===== config.mk =====
export PLATFORM = sky130hd
export DESIGN_NAME = vibration_amfm_packet_decoder_core
export DESIGN_NICKNAME = d
export VERILOG_FILES = /design/src/rtl/core/vamfm_pkg.sv /design/src/rtl/core/vibration_amfm_packet_decoder_core.sv
export SDC_FILE = /design/constraint.sdc
export NUM_CORES = 1
export LEC_CHECK = 0
export BUFFER_PORTS_ARGS = -buffer_cell sky130_fd_sc_hd__buf_2
export CAP_MARGIN = 20
export CORE_ASPECT_RATIO = 1.25
export CORE_MARGIN = 3
export CORE_UTILIZATION = 60
export CTS_CLUSTER_DIAMETER = 80
export DETAILED_ROUTE_END_ITERATION = 12
export HOLD_SLACK_MARGIN = 0.12
export PLACE_DENSITY_LB_ADDON = 0.08
export RECOVER_POWER = 50
export SLEW_MARGIN = 25
export SYNTH_ARGS = -nofsm -noshare
export SYNTH_HDL_FRONTEND = slang
export SYNTH_SLANG_ARGS = --single-unit

===== constraint.sdc =====
create_clock -name clock -period 20.8 [get_ports clock]
set_input_delay 2.08 -clock clock [delete_from_list [all_inputs] [get_ports clock]]
set_output_delay 2.08 -clock clock [all_outputs]
set_load 0.01 [all_outputs]

===== src/rtl/core/vamfm_pkg.sv =====
// Types, command tables and conversion functions of the vibration packet decoder.
package vamfm_pkg;

   localparam int REQ_DATA_W = 64;
   localparam int REQ_USER_W = 8;
   localparam int RSP_DATA_W = 64;

   // Largest values the result fields can take.
   localparam logic [15:0] AMP_ONE       = 16'd32768;
   localparam logic [14:0] LOW_FREQ_MAX  = 15'd20480;
   localparam logic [15:0] HIGH_FREQ_MAX = 16'd40960;

   // Offset log amplitudes below this give a zero amplitude.
   localparam logic [8:0] AMP_FLOOR_U = 9'd2;

   localparam logic signed [8:0] AMP_DFLT = -9'sd256;
   localparam logic signed [8:0] AMP_MAX  = 9'sd0;
   localparam logic signed [7:0] FREQ_DFLT = 8'sd0;
   localparam logic signed [8:0] FREQ_MIN  = -9'sd64;
   localparam logic signed [8:0] FREQ_MAX  = 9'sd64;

   typedef enum logic [2:0] {
      OP_NONE   = 3'd0,
      OP_ONE5   = 3'd1,
      OP_ONE7   = 3'd2,
      OP_THREE7 = 3'd3,
      OP_TWO5   = 3'd4,
      OP_TWO7   = 3'd5,
      OP_THREE5 = 3'd6
   } op_type;

   typedef enum logic [1:0] {
      ACT_KEEP  = 2'd0,
      ACT_DFLT  = 2'd1,
      ACT_SUBST = 2'd2,
      ACT_ADD   = 2'd3
   } act_type;

   typedef struct packed {
      op_type          op;
      logic [1:0]      target;
      logic [2:0][4:0] code_lo;
      logic [2:0][4:0] code_hi;
      logic [6:0]      am7_lo;
      logic [6:0]      fm7_lo;
      logic [6:0]      am7_hi;
      logic [6:0]      fm7_hi;
   } pkt_type;

   typedef struct packed {
      logic emit;
      logic last;
      logic ld_la;
      logic ld_lf;
      logic ld_ha;
      logic ld_hf;
      logic cmd_lo_en;
      logic cmd_hi_en;
   } step_ctl_type;

   localparam act_type AM_ACT [32] = '{
      ACT_DFLT,  ACT_SUBST, ACT_SUBST, ACT_SUBST, ACT_SUBST, ACT_SUBST, ACT_SUBST, ACT_SUBST,
      ACT_SUBST, ACT_SUBST, ACT_SUBST, ACT_SUBST, ACT_KEEP,  ACT_KEEP,  ACT_KEEP,  ACT_KEEP,
      ACT_KEEP,  ACT_ADD,   ACT_ADD,   ACT_ADD,   ACT_ADD,   ACT_ADD,   ACT_ADD,   ACT_KEEP,
      ACT_KEEP,  ACT_KEEP,  ACT_ADD,   ACT_ADD,   ACT_ADD,   ACT_ADD,   ACT_ADD,   ACT_ADD
   };

   localparam logic signed [8:0] AM_VAL [32] = '{
      9'sd0,    9'sd0,    -9'sd16,  -9'sd32,  -9'sd48,  -9'sd64,  -9'sd80,  -9'sd96,
      -9'sd112, -9'sd128, -9'sd144, -9'sd160, 9'sd0,    9'sd0,    9'sd0,    9'sd0,
      9'sd0,    9'sd4,    9'sd4,    9'sd4,    9'sd1,    9'sd1,    9'sd1,    9'sd0,
      9'sd0,    9'sd0,    -9'sd1,   -9'sd1,   -9'sd1,   -9'sd4,   -9'sd4,   -9'sd4
   };

   localparam act_type FM_ACT [32] = '{
      ACT_DFLT,  ACT_KEEP,  ACT_KEEP,  ACT_KEEP,  ACT_KEEP,  ACT_KEEP,  ACT_KEEP,  ACT_KEEP,
      ACT_KEEP,  ACT_KEEP,  ACT_KEEP,  ACT_KEEP,  ACT_SUBST, ACT_SUBST, ACT_SUBST, ACT_SUBST,
      ACT_SUBST, ACT_ADD,   ACT_KEEP,  ACT_ADD,   ACT_ADD,   ACT_KEEP,  ACT_ADD,   ACT_ADD,
      ACT_KEEP,  ACT_ADD,   ACT_ADD,   ACT_KEEP,  ACT_ADD,   ACT_ADD,   ACT_KEEP,  ACT_ADD
   };

   localparam logic signed [4:0] FM_VAL [32] = '{
      5'sd0,   5'sd0,  5'sd0,   5'sd0,  5'sd0,  5'sd0,   5'sd0,  5'sd0,
      5'sd0,   5'sd0,  5'sd0,   5'sd0,  -5'sd12, -5'sd6, 5'sd0,  5'sd6,
      5'sd12,  5'sd1,  5'sd0,   -5'sd1, 5'sd1,  5'sd0,   -5'sd1, 5'sd1,
      5'sd0,   -5'sd1, 5'sd1,   5'sd0,  -5'sd1, 5'sd1,   5'sd0,  -5'sd1
   };

   typedef logic [31:0][63:0] pow_tab_type;
   typedef logic [31:0][16:0] amp_tab_type;
   typedef logic [31:0][17:0] freq_tab_type;

   // Rounded product of two Q2.62 values.
   function automatic logic [63:0] mul_q62(logic [63:0] a, logic [63:0] b);
      logic [127:0] p;
      p = {64'd0, a} * {64'd0, b};
      p = p + (128'd1 << 61);
      return p[125:62];
   endfunction

   // Floor square root of a Q2.62 value in [1, 2] by bisection.
   function automatic logic [63:0] sqrt_q62(logic [63:0] v);
      logic [127:0] tgt;
      logic [127:0] sq;
      logic [63:0]  lo;
      logic [63:0]  hi;
      logic [63:0]  mid;
      tgt = {v, 64'd0} >> 2;
      lo  = 64'd1 << 62;
      hi  = (64'd1 << 63) - 64'd1;
      while (lo < hi) begin
         mid = lo + ((hi - lo + 64'd1) >> 1);
         sq  = {64'd0, mid} * {64'd0, mid};
         if (sq <= tgt) begin
            lo = mid;
         end else begin
            hi = mid - 64'd1;
         end
      end
      return lo;
   endfunction

   // 2^(r/32) in Q2.62, built from repeated square roots of two.
   function automatic pow_tab_type build_pow_tab();
      logic [5:0][63:0] root;
      logic [63:0]      t;
      pow_tab_type      tab;
      root[0] = 64'd1 << 63;
      for (int k = 1; k < 6; k++) begin
         root[k] = sqrt_q62(root[k-1]);
      end
      for (int r = 0; r < 32; r++) begin
         t = 64'd1 << 62;
         for (int k = 0; k < 5; k++) begin
            if (r[k]) begin
               t = mul_q62(t, root[5-k]);
            end
         end
         tab[r] = t;
      end
      return tab;
   endfunction

   localparam pow_tab_type POW_TAB = build_pow_tab();

   // Only the bits at and above the smallest rounding point are kept.
   function automatic amp_tab_type build_amp_tab(pow_tab_type pw);
      amp_tab_type tab;
      for (int r = 0; r < 32; r++) begin
         tab[r] = pw[r][62:46];
      end
      return tab;
   endfunction

   // Frequency scale is five times the power, taken after dropping eight bits.
   function automatic freq_tab_type build_freq_tab(pow_tab_type pw);
      logic [63:0]  m;
      freq_tab_type tab;
      for (int r = 0; r < 32; r++) begin
         m      = (pw[r] >> 8) * 64'd5;
         tab[r] = m[57:40];
      end
      return tab;
   endfunction

   localparam amp_tab_type  AMP_TAB  = build_amp_tab(POW_TAB);
   localparam freq_tab_type FREQ_TAB = build_freq_tab(POW_TAB);

   function automatic logic signed [8:0] am7_map(logic [6:0] c);
      logic signed [9:0] w;
      case (c) inside
         7'd0:           w = {AMP_DFLT[8], AMP_DFLT};
         [7'd1:7'd15]:   w = $signed({3'b000, c}) * 10'sd8 - 10'sd248;
         [7'd16:7'd31]:  w = $signed({3'b000, c}) * 10'sd2 - 10'sd158;
         default:        w = $signed({3'b000, c}) - 10'sd127;
      endcase
      return w[8:0];
   endfunction

   function automatic logic signed [7:0] fm7_map(logic [6:0] c);
      return $signed({1'b0, c}) - 8'sd64;
   endfunction

   function automatic logic signed [8:0] amp_apply(act_type act, logic signed [8:0] val,
                                                   logic signed [8:0] cur);
      logic signed [9:0] s;
      logic signed [8:0] r;
      s = $signed({cur[8], cur}) + $signed({val[8], val});
      case (act)
         ACT_KEEP:  r = cur;
         ACT_SUBST: r = val;
         ACT_ADD: begin
            if (s < $signed({AMP_DFLT[8], AMP_DFLT})) begin
               r = AMP_DFLT;
            end else if (s > $signed({AMP_MAX[8], AMP_MAX})) begin
               r = AMP_MAX;
            end else begin
               r = s[8:0];
            end
         end
         default:   r = AMP_DFLT;
      endcase
      return r;
   endfunction

   function automatic logic signed [7:0] freq_apply(act_type act, logic signed [4:0] val,
                                                    logic signed [7:0] cur);
      logic signed [8:0] s;
      logic signed [7:0] r;
      s = $signed({cur[7], cur}) + $signed({{4{val[4]}}, val});
      case (act)
         ACT_KEEP:  r = cur;
         ACT_SUBST: r = {{3{val[4]}}, val};
         ACT_ADD: begin
            if (s < FREQ_MIN) begin
               r = FREQ_MIN[7:0];
            end else if (s > FREQ_MAX) begin
               r = FREQ_MAX[7:0];
            end else begin
               r = s[7:0];
            end
         end
         default:   r = FREQ_DFLT;
      endcase
      return r;
   endfunction

   // Log amplitude in 1/32 steps to unsigned Q1.15, rounded to nearest.
   function automatic logic [15:0] amp_conv(logic signed [8:0] x);
      logic [8:0]  u;
      logic [3:0]  sh;
      logic [16:0] v;
      logic [17:0] s;
      // Adding 256 to a value in -256..0 only flips the sign bit.
      u  = {~x[8], x[7:0]};
      sh = 4'd8 - u[8:5];
      v  = AMP_TAB[u[4:0]] >> sh;
      s  = {1'b0, v} + 18'd1;
      return (u < AMP_FLOOR_U) ? 16'd0 : s[16:1];
   endfunction

   // Log frequency in 1/32 steps to 1/32 Hz; the high band sits one octave up.
   function automatic logic [15:0] freq_conv(logic signed [7:0] x, logic high);
      logic [7:0]  u;
      logic [2:0]  sh;
      logic [17:0] v;
      logic [18:0] s;
      u  = x + 8'd64;
      sh = (high ? 3'd4 : 3'd5) - u[7:5];
      v  = FREQ_TAB[u[4:0]] >> sh;
      s  = {1'b0, v} + 19'd1;
      return s[16:1];
   endfunction

endpackage


===== src/rtl/core/vibration_amfm_packet_decoder_core.sv =====
// Two-band vibration packet decoder: command and code updates, log-to-linear output.
//
// Each accepted packet word updates four log-domain registers (low and high band
// amplitude and frequency) in up to three steps and sends one sample word per
// step: one for the one5 and one7 formats, two for two5 and two7, three for three5
// and three7, none for the none format or the unused op value. The decoder takes
// one step per cycle while the sample slot is free or draining, so a packet
// occupies the input register until its last step is taken, and a one-sample
// packet can follow every cycle under the same condition. Each step writes the
// log registers; their values are converted to linear through a 32-entry
// power-of-two constant table as they are loaded into the result register.
// The last sample of a packet carries rsp_tlast.
module vibration_amfm_packet_decoder_core (
   input  logic                              clock,
   input  logic                              reset,
   input  logic                              req_tvalid,
   output logic                              req_tready,
   // code_lo_0, code_hi_0, code_lo_1, code_hi_1, code_lo_2, code_hi_2,
   // am7_lo, fm7_lo, am7_hi, fm7_hi, zero fill
   input  logic [vamfm_pkg::REQ_DATA_W-1:0]  req_tdata,
   // op, target, zero fill
   input  logic [vamfm_pkg::REQ_USER_W-1:0]  req_tuser,
   output logic                              rsp_tvalid,
   input  logic                              rsp_tready,
   // low_amp, low_freq, high_amp, high_freq, zero fill
   output logic [vamfm_pkg::RSP_DATA_W-1:0]  rsp_tdata,
   output logic                              rsp_tlast
);
   import vamfm_pkg::*;

   pkt_type           pkt_in, pkt_ff;
   logic              pkt_vld_in, pkt_vld_ff;
   logic [1:0]        step_in, step_ff;
   step_ctl_type      ctl;
   logic [4:0]        cmd_lo, cmd_hi;
   logic              advance, done;

   logic signed [8:0] la_load, ha_load;
   logic signed [7:0] lf_load, hf_load;
   logic signed [8:0] la_in, la_ff, ha_in, ha_ff;
   logic signed [7:0] lf_in, lf_ff, hf_in, hf_ff;

   logic              snap_vld_in, snap_vld_ff;
   logic              snap_last_in, snap_last_ff;
   logic              snap_rdy;

   logic              rsp_vld_in, rsp_vld_ff;
   logic              rsp_rdy, rsp_load;
   logic [RSP_DATA_W-1:0] rsp_data_in, rsp_data_ff;
   logic              rsp_last_in, rsp_last_ff;
   logic [15:0]       low_amp, high_amp, high_freq, low_freq_w;

   // Incoming word, unpacked.
   always_comb begin
      pkt_in.op         = op_type'(req_tuser[2:0]);
      pkt_in.target     = req_tuser[4:3];
      pkt_in.code_lo[0] = req_tdata[4:0];
      pkt_in.code_hi[0] = req_tdata[9:5];
      pkt_in.code_lo[1] = req_tdata[14:10];
      pkt_in.code_hi[1] = req_tdata[19:15];
      pkt_in.code_lo[2] = req_tdata[24:20];
      pkt_in.code_hi[2] = req_tdata[29:25];
      pkt_in.am7_lo     = req_tdata[36:30];
      pkt_in.fm7_lo     = req_tdata[43:37];
      pkt_in.am7_hi     = req_tdata[50:44];
      pkt_in.fm7_hi     = req_tdata[57:51];
   end

   // Step decode for the packet held in the input register.
   always_comb begin
      ctl    = '0;
      cmd_lo = pkt_ff.code_lo[step_ff];
      cmd_hi = pkt_ff.code_hi[step_ff];
      case (pkt_ff.op)
         OP_ONE5: begin
            ctl.emit      = 1'b1;
            ctl.last      = 1'b1;
            ctl.cmd_lo_en = 1'b1;
            ctl.cmd_hi_en = 1'b1;
         end
         OP_ONE7: begin
            ctl.emit  = 1'b1;
            ctl.last  = 1'b1;
            ctl.ld_la = 1'b1;
            ctl.ld_lf = 1'b1;
            ctl.ld_ha = 1'b1;
            ctl.ld_hf = 1'b1;
         end
         OP_THREE7: begin
            ctl.emit = 1'b1;
            ctl.last = (step_ff == 2'd2);
            if (step_ff == 2'd0) begin
               ctl.ld_la = !pkt_ff.target[1] && !pkt_ff.target[0];
               ctl.ld_lf = !pkt_ff.target[1] &&  pkt_ff.target[0];
               ctl.ld_ha =  pkt_ff.target[1] && !pkt_ff.target[0];
               ctl.ld_hf =  pkt_ff.target[1] &&  pkt_ff.target[0];
            end else begin
               ctl.cmd_lo_en = 1'b1;
               ctl.cmd_hi_en = 1'b1;
            end
         end
         OP_TWO5: begin
            ctl.emit      = 1'b1;
            ctl.last      = (step_ff == 2'd1);
            ctl.cmd_lo_en = 1'b1;
            ctl.cmd_hi_en = 1'b1;
         end
         OP_TWO7: begin
            ctl.emit = 1'b1;
            ctl.last = (step_ff == 2'd1);
            if (step_ff == 2'd0) begin
               // One band is loaded from the codes, the other takes the first command.
               if (pkt_ff.target[1]) begin
                  ctl.ld_ha     = 1'b1;
                  ctl.ld_hf     = 1'b1;
                  ctl.cmd_lo_en = 1'b1;
               end else begin
                  ctl.ld_la     = 1'b1;
                  ctl.ld_lf     = 1'b1;
                  ctl.cmd_hi_en = 1'b1;
                  cmd_hi        = pkt_ff.code_lo[0];
               end
            end else begin
               ctl.cmd_lo_en = 1'b1;
               ctl.cmd_hi_en = 1'b1;
            end
         end
         OP_THREE5: begin
            ctl.emit      = 1'b1;
            ctl.last      = (step_ff == 2'd2);
            ctl.cmd_lo_en = 1'b1;
            ctl.cmd_hi_en = 1'b1;
         end
         default: ;
      endcase
   end

   // Absolute values from the 7-bit codes.
   always_comb begin
      la_load = am7_map(pkt_ff.am7_lo);
      ha_load = am7_map((pkt_ff.op == OP_ONE7) ? pkt_ff.am7_hi : pkt_ff.am7_lo);
      lf_load = fm7_map((pkt_ff.op == OP_THREE7) ? pkt_ff.am7_lo : pkt_ff.fm7_lo);
      if (pkt_ff.op == OP_ONE7) begin
         hf_load = fm7_map(pkt_ff.fm7_hi);
      end else if (pkt_ff.op == OP_THREE7) begin
         hf_load = fm7_map(pkt_ff.am7_lo);
      end else begin
         hf_load = fm7_map(pkt_ff.fm7_lo);
      end
   end

   // Handshake: a step goes ahead when the sample slot is free or draining.
   always_comb begin
      rsp_rdy    = !rsp_vld_ff || rsp_tready;
      snap_rdy   = !snap_vld_ff || rsp_rdy;
      advance    = pkt_vld_ff && ctl.emit && snap_rdy;
      done       = pkt_vld_ff && (!ctl.emit || (snap_rdy && ctl.last));
      req_tready = !reset && (!pkt_vld_ff || done);
      rsp_load   = snap_vld_ff && rsp_rdy;
   end

   always_comb begin
      pkt_vld_in = pkt_vld_ff;
      step_in    = step_ff;
      if (req_tvalid && req_tready) begin
         pkt_vld_in = 1'b1;
         step_in    = 2'd0;
      end else if (done) begin
         pkt_vld_in = 1'b0;
      end else if (advance) begin
         step_in = step_ff + 2'd1;
      end
   end

   // Register update for one step.
   always_comb begin
      la_in = la_ff;
      lf_in = lf_ff;
      ha_in = ha_ff;
      hf_in = hf_ff;
      if (advance) begin
         if (ctl.ld_la) begin
            la_in = la_load;
         end else if (ctl.cmd_lo_en) begin
            la_in = amp_apply(AM_ACT[cmd_lo], AM_VAL[cmd_lo], la_ff);
         end
         if (ctl.ld_lf) begin
            lf_in = lf_load;
         end else if (ctl.cmd_lo_en) begin
            lf_in = freq_apply(FM_ACT[cmd_lo], FM_VAL[cmd_lo], lf_ff);
         end
         if (ctl.ld_ha) begin
            ha_in = ha_load;
         end else if (ctl.cmd_hi_en) begin
            ha_in = amp_apply(AM_ACT[cmd_hi], AM_VAL[cmd_hi], ha_ff);
         end
         if (ctl.ld_hf) begin
            hf_in = hf_load;
         end else if (ctl.cmd_hi_en) begin
            hf_in = freq_apply(FM_ACT[cmd_hi], FM_VAL[cmd_hi], hf_ff);
         end
      end
   end

   // The log registers hold the pending sample until it moves to the result register.
   always_comb begin
      snap_vld_in  = snap_vld_ff;
      snap_last_in = snap_last_ff;
      if (advance) begin
         snap_vld_in  = 1'b1;
         snap_last_in = ctl.last;
      end else if (rsp_load) begin
         snap_vld_in = 1'b0;
      end
   end

   always_comb begin
      low_amp     = amp_conv(la_ff);
      low_freq_w  = freq_conv(lf_ff, 1'b0);
      high_amp    = amp_conv(ha_ff);
      high_freq   = freq_conv(hf_ff, 1'b1);
      rsp_data_in = {1'b0, high_freq, high_amp, low_freq_w[14:0], low_amp};
      rsp_last_in = snap_last_ff;
      rsp_vld_in  = rsp_load || (rsp_vld_ff && !rsp_tready);
   end

   always_ff @(posedge clock) begin
      if (reset) begin
         pkt_vld_ff  <= 1'b0;
         step_ff     <= 2'd0;
         snap_vld_ff <= 1'b0;
         rsp_vld_ff  <= 1'b0;
         la_ff       <= AMP_DFLT;
         lf_ff       <= FREQ_DFLT;
         ha_ff       <= AMP_DFLT;
         hf_ff       <= FREQ_DFLT;
      end else begin
         pkt_vld_ff  <= pkt_vld_in;
         step_ff     <= step_in;
         snap_vld_ff <= snap_vld_in;
         rsp_vld_ff  <= rsp_vld_in;
         la_ff       <= la_in;
         lf_ff       <= lf_in;
         ha_ff       <= ha_in;
         hf_ff       <= hf_in;
      end
   end

   always_ff @(posedge clock) begin
      if (req_tvalid && req_tready) begin
         pkt_ff <= pkt_in;
      end
      snap_last_ff <= snap_last_in;
      if (rsp_load) begin
         rsp_data_ff <= rsp_data_in;
         rsp_last_ff <= rsp_last_in;
      end
   end

   assign rsp_tvalid = rsp_vld_ff;
   assign rsp_tdata  = rsp_data_ff;
   assign rsp_tlast  = rsp_last_ff;

endmodule


# Word level (Yosys, flattened, before mapping)
# Memory sizes are Yosys's and may differ from the RTL's. A register that Yosys moved wholly into a read port is not among the register bits.
# Index checks and enable logic that the tools add are counted.
[word_totals] ff_bits=167 rom_bits=3392 inputBits=76 memories=12
[classes] n_addsub=25 order_cmp=25 n_eq_ne=20 shift=4 n_mux=75 n_bitwise=5 reduce_logical=52
[memory_table] memory="(name not given)" words=32 word_bits=18 read_ports=1 rd_ports_with_merged_regs=0 write_ports=0 line="vamfm_pkg.sv:250" source="v = FREQ_TAB[u[4:0]] >> sh;"
[memory_table] memory="(name not given)" words=32 word_bits=18 read_ports=1 rd_ports_with_merged_regs=0 write_ports=0 line="vamfm_pkg.sv:250"
[memory_table] memory="(name not given)" words=32 word_bits=17 read_ports=1 rd_ports_with_merged_regs=1 write_ports=0 line="vamfm_pkg.sv:237" source="v = AMP_TAB[u[4:0]] >> sh;"
[memory_table] memory="(name not given)" words=32 word_bits=17 read_ports=1 rd_ports_with_merged_regs=1 write_ports=0 line="vamfm_pkg.sv:237"
[memory_table] memory="(name not given)" words=32 word_bits=9 read_ports=1 rd_ports_with_merged_regs=0 write_ports=0 line="vibration_amfm_packet_decoder_core.sv:195" source="ha_in = amp_apply(AM_ACT[cmd_hi], AM_VAL[cmd_hi], ha_ff);"
[memory_table] memory="(name not given)" words=32 word_bits=9 read_ports=1 rd_ports_with_merged_regs=0 write_ports=0 line="vibration_amfm_packet_decoder_core.sv:185" source="la_in = amp_apply(AM_ACT[cmd_lo], AM_VAL[cmd_lo], la_ff);"
[memory_table] memory="+6 memories"
[ops] cell="9-bit 2-to-1 mux" n=18
[ops] cell="8-bit 2-to-1 mux" n=10
[ops] cell="5-bit 2-to-1 mux" n=13
[ops] cell="9-bit one-hot mux with 3 select lines" n=2
[ops] cell="17-bit by 1-bit adder with 17-bit output (second input constant)" n=3
[ops] cell="8-bit one-hot mux with 3 select lines" n=2
[ops] cell="7-bit by 7-bit subtractor with 8-bit output (second input constant)" n=6
[ops] cell="18-bit 2-to-1 mux" n=2
[ops] cell="17-bit 2-to-1 mux" n=2
[ops] cell="17-bit by 4-bit right shift with 17-bit output" n=2
[ops] cell="5-bit by 6-bit < comparator with 1-bit output (second input constant)" n=4
[ops] cell="2-bit 2-to-1 mux" n=11
[ops] cell="9-bit by 9-bit adder with 10-bit output" n=2
[ops] cell="5-bit binary-select mux with 2-bit select" n=2
[ops] cell="10-bit by 1-bit > comparator with 1-bit output (second input constant)" n=2
[ops] cell="10-bit by 9-bit < comparator with 1-bit output (second input constant)" n=2
[ops] cell="8-bit by 5-bit adder with 9-bit output" n=2
[ops] cell="2-bit == test (second input constant)" n=9
[ops] cell="9-bit by 8-bit > comparator with 1-bit output (second input constant)" n=2
[ops] cell="9-bit by 2-bit < comparator with 1-bit output (second input constant)" n=2
[ops] cell="9-bit by 7-bit < comparator with 1-bit output (second input constant)" n=2
[ops] cell="18-bit by 3-bit right shift with 16-bit output" n=1
[ops] cell="18-bit by 3-bit right shift with 17-bit output" n=1
[ops] cell="8-bit by 8-bit subtractor with 9-bit output (second input constant)" n=2
[ops] cell="other kinds (35)" n=102

# Logic depth before layout (Yosys ltp)
# Gate-level depths: netlist of the first run.
[logic_depth] ltp_word=18 depth_mapped=35 ltp_nobuf=29

# Least setup slack after synthesis of the first run
# No wires, ideal clock.
[synth_timing] kind="reg2reg" from="register step_ff[0]" to="register (tool-made name)" arrival_time_ns=6.450 t_required_ns=20.676 path_slack_ns=14.225 stages_incl_launch_ff=31 path_buffers=5 path_cell_list="dfxtp_1 -> buf_2 -> inv_1 -> ha_1 -> nor2b_1 -> nand2b_4 -> buf_6 -> o21ai_0 -> inv_1 -> ha_1 -> o41ai_1 -> ha_1 -> inv_1 -> fa_1 -> nand2b_1 -> a21o_1 -> a311oi_1 -> nand4_1 -> or4_1 -> buf_2 -> a21oi_1 -> o2bb2ai_1 -> buf_2 -> nor2_1 -> inv_1 -> ha_1 -> clkbuf_1 -> nor2_1 -> a21o_1 -> a221oi_1 -> a21oi_1"
[synth_lines] item="from (decl)" line="vibration_amfm_packet_decoder_core.sv:33" source="logic [1:0] step_in, step_ff;"
[synth_lines] item="from (signal assigned)" line="vibration_amfm_packet_decoder_core.sv:239" source="step_ff <= step_in;"

==> results of run 1 <==
-- layer usage --
layer  vias up  track usage (%)  share of wire (%)
met5         -                0                  0
met4         0            8.462                2.1
met3        75            3.854                6.2
met2       647            47.15                 48
met1      7880            38.62                 44
li1       8011                -                  -
-- cells in the mapped netlist (all sizes together) (9+ instances only) --
| cell | number |
|---|---|
| inv | 100 |
| and3 | 12 |
| a21boi | 11 |
| a211oi | 47 |
| mux4 | 32 |
| a21o | 33 |
| dfxtp | 71 |
| or2 | 16 |
| nand4 | 15 |
| edfxtp | 128 |
| o211ai | 26 |
| a311oi | 9 |
| nor2b | 28 |
| or4 | 9 |
| nand3 | 63 |
| a21oi | 159 |
| mux2i | 121 |
| nand3b | 10 |
| a211o | 10 |
| nor2 | 203 |
| o22ai | 14 |
| nand2b | 31 |
| o31ai | 15 |
| xnor2 | 50 |
| and2 | 19 |
| o221ai | 11 |
| or3 | 19 |
| mux2 | 30 |
| xor2 | 32 |
| o21ai | 135 |
| buf | 62 |
| a31oi | 20 |
| ha | 105 |
| nor4 | 11 |
| nor3 | 50 |
| clkbuf | 68 |
| o21a | 12 |
| nand2 | 186 |
| nor3b | 12 |
| a221oi | 12 |
-- worst max-delay path, cell delays in order (launching register included) --
cell	delay, ns
dfxtp_1	0.73
inv_1	0.24
ha_1	0.31
nor2b_1	0.19
nand2b_4	0.16
nor2_1	0.06
a31oi_1	0.64
inv_1	0.19
ha_1	0.29
or4_1	0.53
o31ai_1	0.17
o211a_1	0.24
ha_1	0.26
or2_1	0.25
a21o_1	0.20
a2111oi_0	0.43
nand4_1	0.13
or4_1	0.57
a21oi_1	0.25
o2bb2ai_1	0.10
buf_4	0.21
nor2_1	0.35
inv_1	0.19
ha_1	0.44
nor2_1	0.28
nor2_1	0.07
a221oi_1	0.37
a21oi_1	0.08
-- worst paths after layout --
check / from / end / slack, ns
worst max register to register: step_ff[0] / flip-flop / 12.70
worst min register to register: lf_ff[3] / lf_ff[3] / 0.48
worst min-delay path: lf_ff[3] / lf_ff[3] / 0.48
worst max-delay path: step_ff[0] / flip-flop / 12.70
-- logic make-up after synthesis --
group	synth area share, %
AO/OA/AOI/OAI	23.04
XOR/XNOR	3.985
adder cells (fa/ha/maj)	7.536
buffers and inverters	5.845
flip-flops	28.47
multiplexers	12.43
other	0.02028
AND/OR/NAND/NOR	18.67
-- placed cells by master, fill, tap and decap left out, drive strengths merged, types with 10 or more instances in the layout --
master	Yosys	routed
edfxtp	128	128
and3	12	12
xnor2	50	50
nor3	50	50
nor3b	12	12
and2	19	19
nand2b	31	31
a221oi	12	12
nand3b	10	10
o21a	12	12
o21ai	135	135
a211o	10	10
or3	19	19
o22ai	14	14
mux4	32	32
o31ai	15	15
mux2i	121	121
nor2b	28	28
inv	100	105
a21oi	159	159
xor2	32	32
or2	16	16
o211ai	26	26
nand4	15	15
o221ai	11	11
clkinv	6	10
nor4	11	11
nor2	203	203
ha	105	105
a31oi	20	20
nand2	186	186
buf	62	76
a21o	33	33
a21boi	11	11
a211oi	47	47
dfxtp	71	71
nand3	63	63
clkbuf	68	92
mux2	30	30
-- area by class of cell --
| type | count | area share [%] |
|---|---|---|
| Timing Repair Buffer | 149 | 3.541 |
| Multi-Input combinational cell | 1697 | 62.06 |
| Sequential cell | 199 | 26.80 |
| Clock buffer | 19 | 2.203 |
| Tap cell | 401 | 2.554 |
| Clock inverter | 13 | 0.8215 |
| Inverter | 106 | 2.025 |
-- power by group --
| group | switching [W] | internal, W | leakage [nW] | total (W) |
|---|---|---|---|---|
| clock network | 0.000163 | 0.000181 | 0.284 | 0.000344 |
| registers | 0.0000219 | 0.000449 | 1.77 | 0.000470 |
| logic | 0.000250 | 0.000164 | 5.46 | 0.000414 |
| total | 0.000435 | 0.000794 | 7.51 | 0.00123 |
-- per-stage QoR --
step	setup WS [ns]	hold slack [ns]	utilization, %
3_5_place_dp	12.90	0.4714	63.33
5_1_grt	12.03	0.4998	65.05
6_report	12.70	0.4795	65.05
3_3_place_gp	12.96	0.4688	63.32
2_1_floorplan	14.23	0.4003	-
4_1_cts	12.88	0.4818	65.30
==> results.toml, run 1 <==
[drt]
post-route-drc-count = 0
wl_per_cell_microns = 18.34
routed_wl_mm = 47.40
drt_iter0_drc = 1578
drtAntennaViolNets = 0
vias = 16610
dr.pass1.iters = 9
vias_per_cell = 6.429

[critical_path]
crit_required_ns = 21.11
worst_r2r_path_depth = 27
startpoint_type = "flip-flop"
setup.worst_path.class = "reg2reg"
cp.arrival_ns = 8.41
cp_max_fo = 20
worstSetupEndpointType = "flip-flop"

[logic_synthesis]
synth_top_area_share_pct = 20.78
ys_ff_latch = 199
synth_area_leaders = "edfxtp_1 21%, dfxtp_1 7.7%, ha_1 7.1%, mux2i_1 6.5%, a21oi_1 4.3%"
ys_seq_area_share_pct = 28.47
dominantRegCellSynth = "edfxtp_1"
syn_avg_cell_area_sq_um = 8.671
syn-num-nets = 2318
ys_warn_count = 0
synthDistinctLibCells = 118
synthArstFlopShare_pct = 0
netlist_instances = 2133
synth_edf_count = 128
synthesis.area_sq_mm = 0.01850
synth_top_cell_by_area = "edfxtp_1"

[layout]
n_fill_cell = 2630
num_antenna_cells = 0
nets = 2355
drive_above_1_share_pct = 11.45
synthToLayoutAreaGrowth_pct = 6.231
final_cells = 2584
seq_area_sq_mm = 0.005265
final_cell_area_sq_mm = 0.01965
multi_input_area_sq_mm = 0.01219

[worst_hold_path]
hold_depth = 2
worstHoldPathType = "reg2reg"

[floorplan]
rows = 71
die_area_sq_mm = 0.03298
core-area_sq_mm = 0.03020
initial_utilization_pct = 61.23
io_pins = 143
chipHeight_microns = 202.3
fp.dieW_microns = 163.0

[sta]
rsz0062_at_grt = "false"
slew_violations = 88
skew_ns = 0.01552
max_freq_mhz = 123.5
hold_violations = 0
finalSetupTns_ns = 0
relSlewSlack_pct = -81.19
post-route-period-util_pct = 38.94
layout_min_cycle_time_ns = 8.100
worst-slew-pin-transition_ns = 2.718
setup_viol = 0

[place]
hpwl_mm = 35.23
place_congestion = 0.9840
portBuffers = 132
place_area_sq_mm = 0.01913
dp_cells = 2551

[cts]
ctsRootBufferMaster = "clkbuf_16"
cts_resized = 0
clk_pin_slew_worst_paths_ns = 0.08
cts_buffer_depth = 2
cts_htree_levels = 4
cts.sinks = 199
postCtsSetupRepairBufs = 0
hold_buffers = 0
clk_latency_ns = 0.45
cts_tree = "yes"
numCtsBuffers = 17

[power]
ir_drop_mv = 0.04372
cellPowerDensity_mw_per_mm2 = 62.53
fin_total_pwr_w = 0.001228
leakagePower_nw = 7.508

[global_routing]
grt_max_degree = 66
antenna_found_initial = 0
grt_pass1_vias = 15680
gr-usage-all-layers_pct = 28.37
grt_pass1_wl_mm = 77.76
grt-ovfl-total = 0

[outcome]
failed_checks = "max-capacitance violations, max-slew violations"
status = "finished with violations"

[run]
drv_cap = 2
Note: power is estimated with default switching activity, not from simulation.
==> run 2, diff against run 1 <==
CORE_UTILIZATION = 56   (was 60)
clock period = 6.8 ns   (was 20.8 ns; I/O delays follow)
==> run 2 against run 1 <==
Net effect:
- the run still ends with max-capacitance violations, max-slew violations left
- worst hold slack worse by 0.092 ns
- non-clock buffer count is 26 higher
- worst setup slack got worse by 12 ns
- clock skew shrank 0.0049 ns
- critical path depth decreased by 3
- first-iteration DRC count is 8.2% higher
- count of clock-buffer cells in the layout fell by 2
- routed wire length up 3.4%
- design area up 1.4%
- via count decreased by 0.95%
- power rose to 3.1 times the previous value
- largest power group unchanged
==> results.toml, run 2 (synthesis gave the netlist of run 1 again) <==
[cts]
clk_latency_ns = 0.46
ctsRootBufferMaster = "clkbuf_16"
clk_pin_slew_worst_paths_ns = 0.08
cts.sinks = 199
cts_buffer_depth = 2
numCtsBuffers = 17
cts_htree_levels = 4
hold_buffers = 0
cts_tree = "yes"

[sta]
relSlewSlack_pct = -73.39
post-route-period-util_pct = 93.88
hold_violations = 0
slew_violations = 88
rsz0062_at_grt = "false"
max_freq_mhz = 156.6
setup_viol = 0
worst-slew-pin-transition_ns = 2.601
finalSetupTns_ns = 0
setup_ws_ns = 0.4161
skew_ns = 0.01060
layout_min_cycle_time_ns = 6.384

[floorplan]
fp.dieW_microns = 168.5
die_area_sq_mm = 0.03526
io_pins = 143
chipHeight_microns = 209.2
initial_utilization_pct = 57.53
core-area_sq_mm = 0.03215
rows = 73

[place]
portBuffers = 132
place_area_sq_mm = 0.01934
pre_cts_ws_ns = 0.2129
hpwl_mm = 37.01
place_congestion = 0.9471

[global_routing]
grt_max_degree = 66
antenna_found_initial = 0
grt_pass1_wl_mm = 80.05
gr-usage-all-layers_pct = 27.43
grt_pass1_vias = 15620
grt-ovfl-total = 0

[layout]
seq_area_sq_mm = 0.005265
synthToLayoutAreaGrowth_pct = 7.766
final_common_cell = "nor2_1"
drive_above_1_share_pct = 12.86
utilization_pct = 61.99
multi_input_area_sq_mm = 0.01223
num_antenna_cells = 0
nets = 2381
final_cell_mix = "198 x nor2_1, 184 x nand2_1, 157 x a21oi_1"
final_cell_area_sq_mm = 0.01993
n_fill_cell = 2839

[critical_path]
crit_chain = "inv_1, ha_1, nor2b_2, nand2b_4, a31oi_1, inv_1, ha_1, or4_1, o31ai_2, o211a_1, ha_1, or2_1, a21o_1, a2111oi_1, nand4_1, or4_4, a211oi_2, a2bb2oi_2, nand2_2, ha_4, nand2_1, o21a_1, a221oi_1, a21oi_1"
crit_family = "compound AO/OA/AOI/OAI gates"
slowest_delay_ns = 0.54
r2r_setup_slack_ns = 0.42
path_common_cell = "ha_1"
cp_max_fo = 10
worstSetupEndpointType = "flip-flop"
cp.arrival_ns = 6.71
critPathBufInv = 2
startpoint_type = "flip-flop"
crit_required_ns = 7.12
setup.worst_path.class = "reg2reg"
critical-path-slowest-cell = "or4_1"

[power]
seq_power_share_pct = 37.5
clock_power_share_pct = 28.6
switchingPower_w = 0.001372
combPwrFrac_pct = 33.9
intPower_w = 0.002454
ir_drop_mv = 0.1795
leakagePower_nw = 7.655
cellPowerDensity_mw_per_mm2 = 191.9
sw_frac_of_total_pct = 35.86

[outcome]
failed_checks = "max-capacitance violations, max-slew violations"
status = "finished with violations"

[run]
drv_cap = 2

[drt]
wl_per_cell_microns = 18.70
drtAntennaViolNets = 0
vias = 16460
vias_per_cell = 6.279
dr.pass1.iters = 6
routed_wl_mm = 49.01
drt_iter0_drc = 1708
post-route-drc-count = 0

[worst_hold_path]
worstHoldPathType = "in2reg"
[run 2: cell count changes in the layout (fill, tap and decap cells not counted), moves of 2 or more]
cell and change:
clkinv_8 +5, clkbuf_1 -2, a2bb2oi_2 -2, buf_4 +26, clkinv_4 -3
[run 2: worst paths after layout]
kind                      to          start  cells past startpoint
setup / recovery   flip-flop     step_ff[0]                     24
hold / removal    pkt_ff[15]  req_tdata[38]                      1
setup reg to reg   flip-flop     step_ff[0]                     24
hold reg to reg     lf_ff[3]       lf_ff[3]                      2
[run 2: through the flow]
| step | total power, W | std cells | hold slack (ns) |
|---|---|---|---|
| finish | 0.003825 | 2621 | 0.3873 |
| global route | 0.004049 | 2621 | 0.3621 |
| CTS | 0.003832 | 2621 | 0.3647 |
| detailed placement | 0.002736 | 2589 | 0.4446 |
| global placement | 0.002714 | 2589 | 0.4364 |
| floorplan | 0.002435 | 2133 | 0.4003 |
[run 2: final cells by class]
class / count / share of cell area, %
repair buffers: 175 / 4.438
clock inverters: 15 / 1.073
multi-input cells: 1697 / 61.36
well taps: 412 / 2.586
clock buffers: 17 / 2.134
inverters: 106 / 1.996
flip-flops and latches: 199 / 26.42
[run 2: routing by layer]
layer  GRT usage (%)  share of wire (%)  vias to the layer above
met4           8.383                2.2                        0
met5               0                  0                        -
li1                -                  -                     8042
met1           37.93                 45                     7773
met3           4.182                6.0                       85
met2           44.54                 47                      556
[run 2: power groups by stage]
stage	clock [W]	sequential (W)	combinational (W)
global placement	0	0.00146	0.00126
detailed placement	0	0.00146	0.00128
finish	0.00109	0.00143	0.00130
CTS	0.00112	0.00143	0.00129
global route	0.00116	0.00144	0.00144
floorplan	0	0.00144	0.000997
[run 2: repair_timing]
item / CTS / global route
hold endpoints to repair: 0 / 0
endpoints found under the setup margin: 0 / 13
buffers inserted: 0 / 0
resized for setup: 0 / 10
